`src/hde_pkg.sv`:
```
// Package for the harsh driving event detector.
// Holds the item, result, state and configuration types and the fixed constants.
// No dependencies.
package hde_pkg;

	localparam int unsigned SpeedW   = 8;
	localparam int unsigned CourseW  = 9;
	localparam int unsigned TurnLimW = 16;
	localparam int unsigned FixCntW  = 3;
	localparam int unsigned CfgIdxW  = 3;
	localparam int unsigned CfgDataW = 16;

	localparam logic [SpeedW-1:0]  TurnMinSpeed = 8'd25;
	localparam logic [SpeedW-1:0]  BandStep1    = 8'd30;
	localparam logic [SpeedW-1:0]  BandStep2    = 8'd60;
	localparam logic [SpeedW-1:0]  TopBandSpeed = 8'd90;
	localparam logic [CourseW-1:0] HalfCircle   = 9'd180;
	localparam logic [CourseW-1:0] FullCircle   = 9'd360;
	localparam logic [FixCntW-1:0] FixQualify   = 3'd5;
	localparam logic [FixCntW-1:0] FixCountMax  = 3'd7;
	localparam logic [TurnLimW-1:0] TurnLimReset = 16'd15;

	typedef enum logic [CfgIdxW-1:0] {
		REG_ACCEL_BAND0 = 3'd0,
		REG_ACCEL_BAND1 = 3'd1,
		REG_ACCEL_BAND2 = 3'd2,
		REG_ACCEL_BAND3 = 3'd3,
		REG_DECEL_LOW   = 3'd4,
		REG_DECEL_HIGH  = 3'd5,
		REG_TURN_LIMIT  = 3'd6
	} cfg_reg_t;

	typedef struct packed {
		logic [SpeedW-1:0]  pulse_speed;
		logic [SpeedW-1:0]  gps_speed;
		logic               gps_fixed;
		logic [CourseW-1:0] course_deg;
		logic               ignition_on;
		logic               navigation_ok;
		logic               vehicle_moving;
		logic               obd_module_present;
	} item_t;

	typedef struct packed {
		logic              sharp_accel;
		logic              sharp_decel;
		logic              sharp_turn;
		logic [SpeedW-1:0] current_speed;
		logic              speed_trusted;
	} result_t;

	typedef struct packed {
		logic [SpeedW-1:0]  accel_prev_speed;
		logic [SpeedW-1:0]  decel_prev_speed;
		logic [CourseW-1:0] prev_course;
		logic               speed_valid;
		logic [FixCntW-1:0] fix_count;
	} state_t;

	typedef struct packed {
		logic [3:0][SpeedW-1:0] accel_limit;
		logic [SpeedW-1:0]      decel_limit_low;
		logic [SpeedW-1:0]      decel_limit_high;
		logic [TurnLimW-1:0]    turn_angle_limit;
	} cfg_t;

endpackage

```
`src/hde_cfg_regs.sv`:
```
// Configuration register file of the harsh driving event detector.
// Depends on hde_pkg for the register indexes and the cfg_t type.
module hde_cfg_regs import hde_pkg::*; (
	input  logic                clk,
	input  logic                arst_n,
	input  logic                wr_en,
	input  logic [CfgIdxW-1:0]  wr_index,
	input  logic [CfgDataW-1:0] wr_data,
	output cfg_t                cfg
);

	cfg_t cfg_q;

	always_ff @(posedge clk or negedge arst_n) begin
		if (!arst_n) begin
			cfg_q <= '{accel_limit: '0, decel_limit_low: '0, decel_limit_high: '0,
				turn_angle_limit: TurnLimReset};
		end else if (wr_en) begin
			case (cfg_reg_t'(wr_index))
				REG_ACCEL_BAND0: cfg_q.accel_limit[0] <= wr_data[SpeedW-1:0];
				REG_ACCEL_BAND1: cfg_q.accel_limit[1] <= wr_data[SpeedW-1:0];
				REG_ACCEL_BAND2: cfg_q.accel_limit[2] <= wr_data[SpeedW-1:0];
				REG_ACCEL_BAND3: cfg_q.accel_limit[3] <= wr_data[SpeedW-1:0];
				REG_DECEL_LOW:   cfg_q.decel_limit_low <= wr_data[SpeedW-1:0];
				REG_DECEL_HIGH:  cfg_q.decel_limit_high <= wr_data[SpeedW-1:0];
				REG_TURN_LIMIT:  cfg_q.turn_angle_limit <= wr_data[TurnLimW-1:0];
				default: ;
			endcase
		end
	end

	assign cfg = cfg_q;

endmodule

```
`src/hde_eval.sv`:
```
// Per-word evaluation: speed qualification, the three event tests and the next state.
// Purely combinational; depends on hde_pkg.
module hde_eval import hde_pkg::*; (
	input  item_t   item,
	input  state_t  cur,
	input  cfg_t    cfg,
	output result_t res,
	output state_t  nxt
);

	logic [SpeedW-1:0]  speed;
	logic               valid_new;
	logic [FixCntW-1:0] fix_new;
	logic               acc_off;
	logic               dec_off;
	logic [SpeedW-1:0]  acc_old;
	logic [SpeedW-1:0]  dec_old;
	logic [1:0]         band;
	logic [SpeedW-1:0]  acc_lim;
	logic [SpeedW-1:0]  dec_lim;
	logic [CourseW-1:0] diff;
	logic [CourseW-1:0] change;
	logic               acc_ev;
	logic               dec_ev;
	logic               turn_ev;

	always_comb begin
		speed = (item.pulse_speed != '0) ? item.pulse_speed : item.gps_speed;

		valid_new = cur.speed_valid;
		fix_new   = cur.fix_count;
		if (item.pulse_speed != '0) begin
			valid_new = 1'b1;
		end else if (!item.gps_fixed) begin
			valid_new = 1'b0;
			fix_new   = '0;
		end else if (!cur.speed_valid) begin
			if (cur.fix_count > FixQualify) begin
				valid_new = 1'b1;
			end
			if (cur.fix_count < FixCountMax) begin
				fix_new = cur.fix_count + 1'b1;
			end
		end

		acc_off = (cfg.accel_limit[0] == '0) || (cfg.accel_limit[1] == '0) ||
			(cfg.accel_limit[2] == '0) || (cfg.accel_limit[3] == '0);
		dec_off = (cfg.decel_limit_low == '0) || (cfg.decel_limit_high == '0);

		acc_old = cur.accel_prev_speed;
		if (acc_old >= TopBandSpeed) begin
			band = 2'd3;
		end else if (acc_old >= BandStep2) begin
			band = 2'd2;
		end else if (acc_old >= BandStep1) begin
			band = 2'd1;
		end else begin
			band = 2'd0;
		end
		acc_lim = cfg.accel_limit[band];
		acc_ev  = !acc_off && valid_new && (speed > acc_old) && (acc_old != '0) &&
			((speed - acc_old) >= acc_lim);

		dec_old = cur.decel_prev_speed;
		dec_lim = (dec_old < BandStep1) ? cfg.decel_limit_low : cfg.decel_limit_high;
		dec_ev  = !dec_off && valid_new && (speed < dec_old) && (dec_old != '0) &&
			((dec_old - speed) >= dec_lim);

		diff = (item.course_deg >= cur.prev_course) ? item.course_deg - cur.prev_course
			: cur.prev_course - item.course_deg;
		if (diff < HalfCircle) begin
			change = diff;
		end else if (diff <= FullCircle) begin
			change = FullCircle - diff;
		end else begin
			change = '0;
		end
		turn_ev = (cfg.turn_angle_limit != '0) && item.ignition_on && item.navigation_ok &&
			item.vehicle_moving && (speed > TurnMinSpeed) &&
			({{(TurnLimW-CourseW){1'b0}}, change} >= cfg.turn_angle_limit);

		nxt = cur;
		res.current_speed = speed;
		if (item.obd_module_present) begin
			res.sharp_accel   = 1'b0;
			res.sharp_decel   = 1'b0;
			res.sharp_turn    = 1'b0;
			res.speed_trusted = cur.speed_valid;
		end else begin
			res.sharp_accel   = acc_ev;
			res.sharp_decel   = dec_ev;
			res.sharp_turn    = turn_ev;
			res.speed_trusted = valid_new;
			nxt.speed_valid   = valid_new;
			nxt.fix_count     = fix_new;
			if (!acc_off) begin
				nxt.accel_prev_speed = speed;
			end
			if (!dec_off) begin
				nxt.decel_prev_speed = speed;
			end
			if (cfg.turn_angle_limit != '0) begin
				nxt.prev_course = item.course_deg;
			end
		end
	end

endmodule

```
`src/harsh_driving_event_detector.sv`:
```
// Top level of the harsh driving event detector: input register, evaluation, result register.
// Depends on hde_pkg, hde_cfg_regs and hde_eval.
//
//  channel  handshake               payload
//  in       in_valid / in_stall     pulse_speed .. obd_module_present
//  out      out_valid / out_stall   sharp_accel .. speed_trusted
//  cfg      cfg_valid / cfg_ready   cfg_index, cfg_data
//
// One word is accepted per cycle unless stalled; it passes the input and result registers.
// The evaluation of a word and the update of the tracking state share one cycle.
// A stalled result is held in the output register while the input register still takes a word.
// Reset clears the tracking state, the valid flags and the configuration registers; turn_angle_limit resets to 15.
// Configuration writes are always accepted.
module harsh_driving_event_detector import hde_pkg::*; (
	input  logic                clk,
	input  logic                arst_n,
	input  logic                in_valid,
	output logic                in_stall,
	input  logic [SpeedW-1:0]   pulse_speed,
	input  logic [SpeedW-1:0]   gps_speed,
	input  logic                gps_fixed,
	input  logic [CourseW-1:0]  course_deg,
	input  logic                ignition_on,
	input  logic                navigation_ok,
	input  logic                vehicle_moving,
	input  logic                obd_module_present,
	output logic                out_valid,
	input  logic                out_stall,
	output logic                sharp_accel,
	output logic                sharp_decel,
	output logic                sharp_turn,
	output logic [SpeedW-1:0]   current_speed,
	output logic                speed_trusted,
	input  logic                cfg_valid,
	output logic                cfg_ready,
	input  logic [CfgIdxW-1:0]  cfg_index,
	input  logic [CfgDataW-1:0] cfg_data
);

	cfg_t    cfg;
	item_t   item_s1;
	logic    valid_s1;
	state_t  state_q;
	state_t  state_nxt;
	result_t res_comb;
	result_t res_q;
	logic    out_valid_q;
	logic    advance;
	logic    accept;

	assign cfg_ready = 1'b1;

	hde_cfg_regs u_cfg (
		.clk      (clk),
		.arst_n   (arst_n),
		.wr_en    (cfg_valid & cfg_ready),
		.wr_index (cfg_index),
		.wr_data  (cfg_data),
		.cfg      (cfg)
	);

	assign advance  = valid_s1 && (!out_valid_q || !out_stall);
	assign in_stall = valid_s1 && !advance;
	assign accept   = in_valid && !in_stall;

	always_ff @(posedge clk or negedge arst_n) begin
		if (!arst_n) begin
			valid_s1 <= 1'b0;
		end else if (accept) begin
			valid_s1 <= 1'b1;
		end else if (advance) begin
			valid_s1 <= 1'b0;
		end
	end

	always_ff @(posedge clk) begin
		if (accept) begin
			item_s1 <= '{pulse_speed, gps_speed, gps_fixed, course_deg, ignition_on,
				navigation_ok, vehicle_moving, obd_module_present};
		end
	end

	hde_eval u_eval (
		.item (item_s1),
		.cur  (state_q),
		.cfg  (cfg),
		.res  (res_comb),
		.nxt  (state_nxt)
	);

	always_ff @(posedge clk or negedge arst_n) begin
		if (!arst_n) begin
			state_q     <= '0;
			out_valid_q <= 1'b0;
		end else begin
			if (advance) begin
				state_q     <= state_nxt;
				out_valid_q <= 1'b1;
			end else if (!out_stall) begin
				out_valid_q <= 1'b0;
			end
		end
	end

	always_ff @(posedge clk) begin
		if (advance) begin
			res_q <= res_comb;
		end
	end

	assign out_valid     = out_valid_q;
	assign sharp_accel   = res_q.sharp_accel;
	assign sharp_decel   = res_q.sharp_decel;
	assign sharp_turn    = res_q.sharp_turn;
	assign current_speed = res_q.current_speed;
	assign speed_trusted = res_q.speed_trusted;

	a_event_needs_trust: assert property (@(posedge clk) disable iff (!arst_n)
		out_valid && (sharp_accel || sharp_decel) |-> speed_trusted)
		else $error("speed event reported on untrusted speed");

	a_turn_needs_speed: assert property (@(posedge clk) disable iff (!arst_n)
		out_valid && sharp_turn |-> current_speed > TurnMinSpeed)
		else $error("turn event reported below the turn speed");

	a_stall_only_when_full: assert property (@(posedge clk) disable iff (!arst_n)
		in_stall |-> valid_s1 && out_valid_q && out_stall)
		else $error("input stalled with room in the pipeline");

endmodule

```
`config.mk`:
```
export PLATFORM = sky130hd
export DESIGN_NAME = harsh_driving_event_detector
export DESIGN_NICKNAME = d
export VERILOG_FILES = /design/src/hde_pkg.sv /design/src/hde_cfg_regs.sv /design/src/hde_eval.sv /design/src/harsh_driving_event_detector.sv
export SDC_FILE = /design/constraint.sdc
export NUM_CORES = 1
export LEC_CHECK = 0
export ABC_CLOCK_PERIOD_IN_PS = 5100
export BUFFER_PORTS_ARGS = -buffer_cell sky130_fd_sc_hd__buf_2
export CORE_UTILIZATION = 40
export CTS_CLUSTER_DIAMETER = 80
export DETAILED_ROUTE_END_ITERATION = 8
export MAX_ROUTING_LAYER = met4
export PLACE_DENSITY_LB_ADDON = 0.25
export REMOVE_ABC_BUFFERS = 1
export SLEW_MARGIN = 20
export SYNTH_ARGS = -nofsm -noshare
export SYNTH_HDL_FRONTEND = slang
export SYNTH_SLANG_ARGS = --single-unit
```
`constraint.sdc`:
```
create_clock -name clk -period 5.1 [get_ports clk]
set_input_delay 0.255 -clock clk [delete_from_list [all_inputs] [get_ports clk]]
set_output_delay 0.255 -clock clk [all_outputs]
set_load 0.005 [all_outputs]
```
==> run_results.csv <==
group,metric,value,unit
run_status,status,"finished clean",
timing,hold_violations,0,
synth,yosys.area_share.xor_xnor,1.68,%
synth,synth_compound_area_share,15.7,%
global_route,overflow,0,
placed_design,place_hpwl,14.0,mm
detailed_routing,wl_per_cell,16.6,um
detailed_routing,num_vias,6281,
detailed_routing,dr.pass1.iters,4,
synth,ys_types,84,
global_route,antenna_found_initial,0,
power_and_ir_drop,total_power,0.00470,W
global_route,grt_max_degree,60,
die,core_region_area,20300,um2
timing,setup_viol,0,
synth,synth_top_area_share,27.4,%
clock_tree,cts.path.max_buffers,2,
critical_path,slowest_stage,"ha_1",
synth,synth-main-ff-cell,"dfrtp_1",
die,initial_core_util,41.0,%
timing,min_period_over_period,93.8,%
job,drv_cap,0,
synth,syn_avg_cell_area,10.7,um2
final_layout,area_delta_synth_final,19.5,%
critical_path,worstSetupStartpointType,"flop",
critical_path,end_kind,"flop",
clock_tree,htree_levels,4,
die,io_pins,69,
synth,synth_edf_count,42,
clock_tree,clk_latency,0.42,ns
synth,ys_warn_count,0,
synth,synth_adder_area_share,10.1,%
die,die_height,146,um
power_and_ir_drop,ir_drop,0.292,mV
critical_path,arrival,4.95,ns
power_and_ir_drop,p_per_area,472,nW/um2
critical_path,path_common_cell,"a21o_1",
global_route,met2_usage,33.2,%
clock_tree,clock-sinks,137,
hold_path,min_path_type,"in2reg",
global_route,grt_pass1_vias,6359,
final_layout,nets,1011,
global_route,top_usage_layer,"met2",
synth,async_flop_share,69.3,%
critical_path,critPathMaxFanout,9,
critical_path,cp_data_required_time,5.27,ns
synth,synth_top_family_by_area,"compound AO/OA/AOI/OAI gates",
die,core.rowCount,52,
synth,synthTopCellsByArea,"dfrtp_1 27%, edfxtp_1 15%, ha_1 9.2%",
hold_path,hp-start,"gps_speed[7]",
synth,syn_area,8320,um2
timing,skew,0.00510,ns
clock_tree,cts_tree,"built",
final_layout,diodes,0,
clock_tree,cts-buffers-inserted,17,
clock_tree,cts_root_buffer,"clkbuf_16",
final_layout,drive_gt1_share,24.9,%
global_route,grt_pass1_wl,32.4,mm
synth,ys_seq_area_share,43.8,%
timing,period_needed,4.78,ns
critical_path,crit_type,"reg2reg",
detailed_routing,final_antenna_net_count,0,
timing,max_freq,0.209,GHz
timing,relSlewSlack,39.5,%
detailed_routing,viasPerCell,5.35,
global_route,grt_usage,20.0,%
timing,finalMaxSlewViolations,0,
synth,synthSimpleGateAreaFrac,13.5,%
synth,yosys_register_bits,137,
detailed_routing,drtIter0Drc,315,
global_route,grt_util_met3,3.72,%
critical_path,path_cells,"inv_1, ha_1, o21ai_0, o21bai_2, a21o_2, nor2_4, mux2i_2, ha_2, o21ai_0, nand4_1, o21ai_1, o31ai_4, a21oi_4, or2_1, ha_1, nand2b_1, a21o_1, a21o_1, a21o_1, a21oi_1, nor2b_1, o21ai_1, a21oi_1",
power_and_ir_drop,leakagePower,4.37,nW
clock_tree,clk_pin_slew_worst_paths,0.06,ns
detailed_routing,remaining_drc_errors,0,
timing,setup_ws,0.315,ns
synth,syn_inst,779,
placed_design,io_buffers,67,
timing,tightestPinTransition,0.903,ns
die,die_area,21400,um2
detailed_routing,drt_wl_total,19.5,mm
die,die_width,146,um
placed_design,place_congestion,0.884,
critical_path,r2r-start,"item_s1[11]",
critical_path,crit_path_max_incr_delay,0.43,ns
timing,hold_slack,0.0298,ns
placed_design,pre_cts_ws,0.147,ns
critical_path,cp-startpoint,"item_s1[11]",
synth,yosys.area.top_type,"dfrtp_1",
global_route,grt_util_met1,25.3,%
synth,synth.area.mux_share,11.2,%
## where the power goes
part | internal, W | switching [W]
clock | 0.000767 | 0.000480
combinational | 0.000915 | 0.00104
sequential | 0.00134 | 0.000156
total | 0.00302 | 0.00168
## flip-flops by register name, summed over array words and instances, names as in the netlist
name / flops
speed_trusted: 1
valid_s1: 1
sharp_decel: 1
out_valid: 1
u_cfg.cfg: 64
current_speed: 8
sharp_accel: 1
state_q: 29
sharp_turn: 1
item_s1: 30
## cell usage in the layout (no fill, tap or decap), drive strengths merged, types with 16 or more instances in the layout
master / synthesis / routed
inv: 57 / 58
nand2b: 16 / 16
a21o: 20 / 20
dfrtp: 91 / 91
mux2: 67 / 67
edfxtp: 42 / 42
nor2: 32 / 32
nand2: 61 / 61
dlygate4sd3: 0 / 28
clkbuf: 9 / 17
a21oi: 49 / 49
mux2i: 18 / 18
ha: 61 / 61
o21ai: 45 / 45
nor4: 18 / 18
buf: 11 / 86
## area by class of cell
type / instances / area (um2)
timing repair buffer: 114 / 761
fill: 1941 / 10400
clock buffer: 17 / 425
sequential: 137 / 3640
tap: 270 / 338
inverter: 57 / 214
clock inverter: 15 / 176
multi-input combinational: 565 / 4390
## kinds of logic after synthesis
logic type,count (synthesis)
XOR/XNOR,16
flip-flops,137
other,1
multiplexers,85
AO/OA/AOI/OAI,188
buffers and inverters,77
adder cells (fa/ha/maj),65
AND/OR/NAND/NOR,210
## Yosys cell counts (all sizes together) (5+ instances only)
cell type / instances
mux2: 67
and2: 7
nor2b: 10
xnor2: 11
o21bai: 7
nand3: 9
xor2: 5
ha: 61
nor4: 18
nor2: 32
buf: 11
a21o: 20
a31oi: 8
a211oi: 6
or2: 7
clkbuf: 9
and3: 6
o221ai: 11
a21oi: 49
nand2b: 16
nand2: 61
nor3: 14
o21ai: 45
inv: 57
dfrtp: 91
nand4: 10
edfxtp: 42
mux2i: 18
## critical path, delay by kind of cell, from the launching register on
| family | cells | cell delay, ns |
|---|---|---|
| AOI/OAI and AO/OA | 13 | 2.14 |
| adders and majority gates | 3 | 0.94 |
| buffers and inverters | 1 | 0.06 |
| DFF | 1 | 0.35 |
| muxes | 1 | 0.28 |
| and+or+nand+nor | 5 | 0.73 |
## through the flow
step | utilization (%) | instance area (um2) | instances | TNS [ns]
after floorplan | - | 8210 | 759 | 0
after global placement | 44.3 | 8980 | 1109 | 0
after detailed placement | 44.3 | 8980 | 1109 | 0
after CTS | 48.5 | 9850 | 1167 | 0
after global routing | 49.0 | 9940 | 1175 | -0.0405
final | 49.0 | 9940 | 1175 | 0
## layer usage
metal | wire length, um | share of wire (%)
met5 | 0 | 0
met3 | 534 | 2.7
met1 | 9090 | 47
met4 | 180 | 0.92
met2 | 9710 | 50
## what timing repair did
action                                  4_1_cts  5_1_grt
endpoints found under the hold margin        61        2
gates resized for setup                       0       10
endpoints found under the setup margin        0        1
hold buffers                                 26        2
setup buffers                                 0        6
## final timing paths
check	endpoint	slack, ns	depth (start not counted)
min reg2reg	out_valid	0.49	1
max in group asynchronous	u_cfg.cfg[8]	3.61	3
max reg2reg	sharp_turn	0.32	23
min	item_s1[21]	0.03	1
min in group asynchronous	u_cfg.cfg[18]	0.34	2
max	sharp_turn	0.32	23
Power figures use the tool's default switching activity.
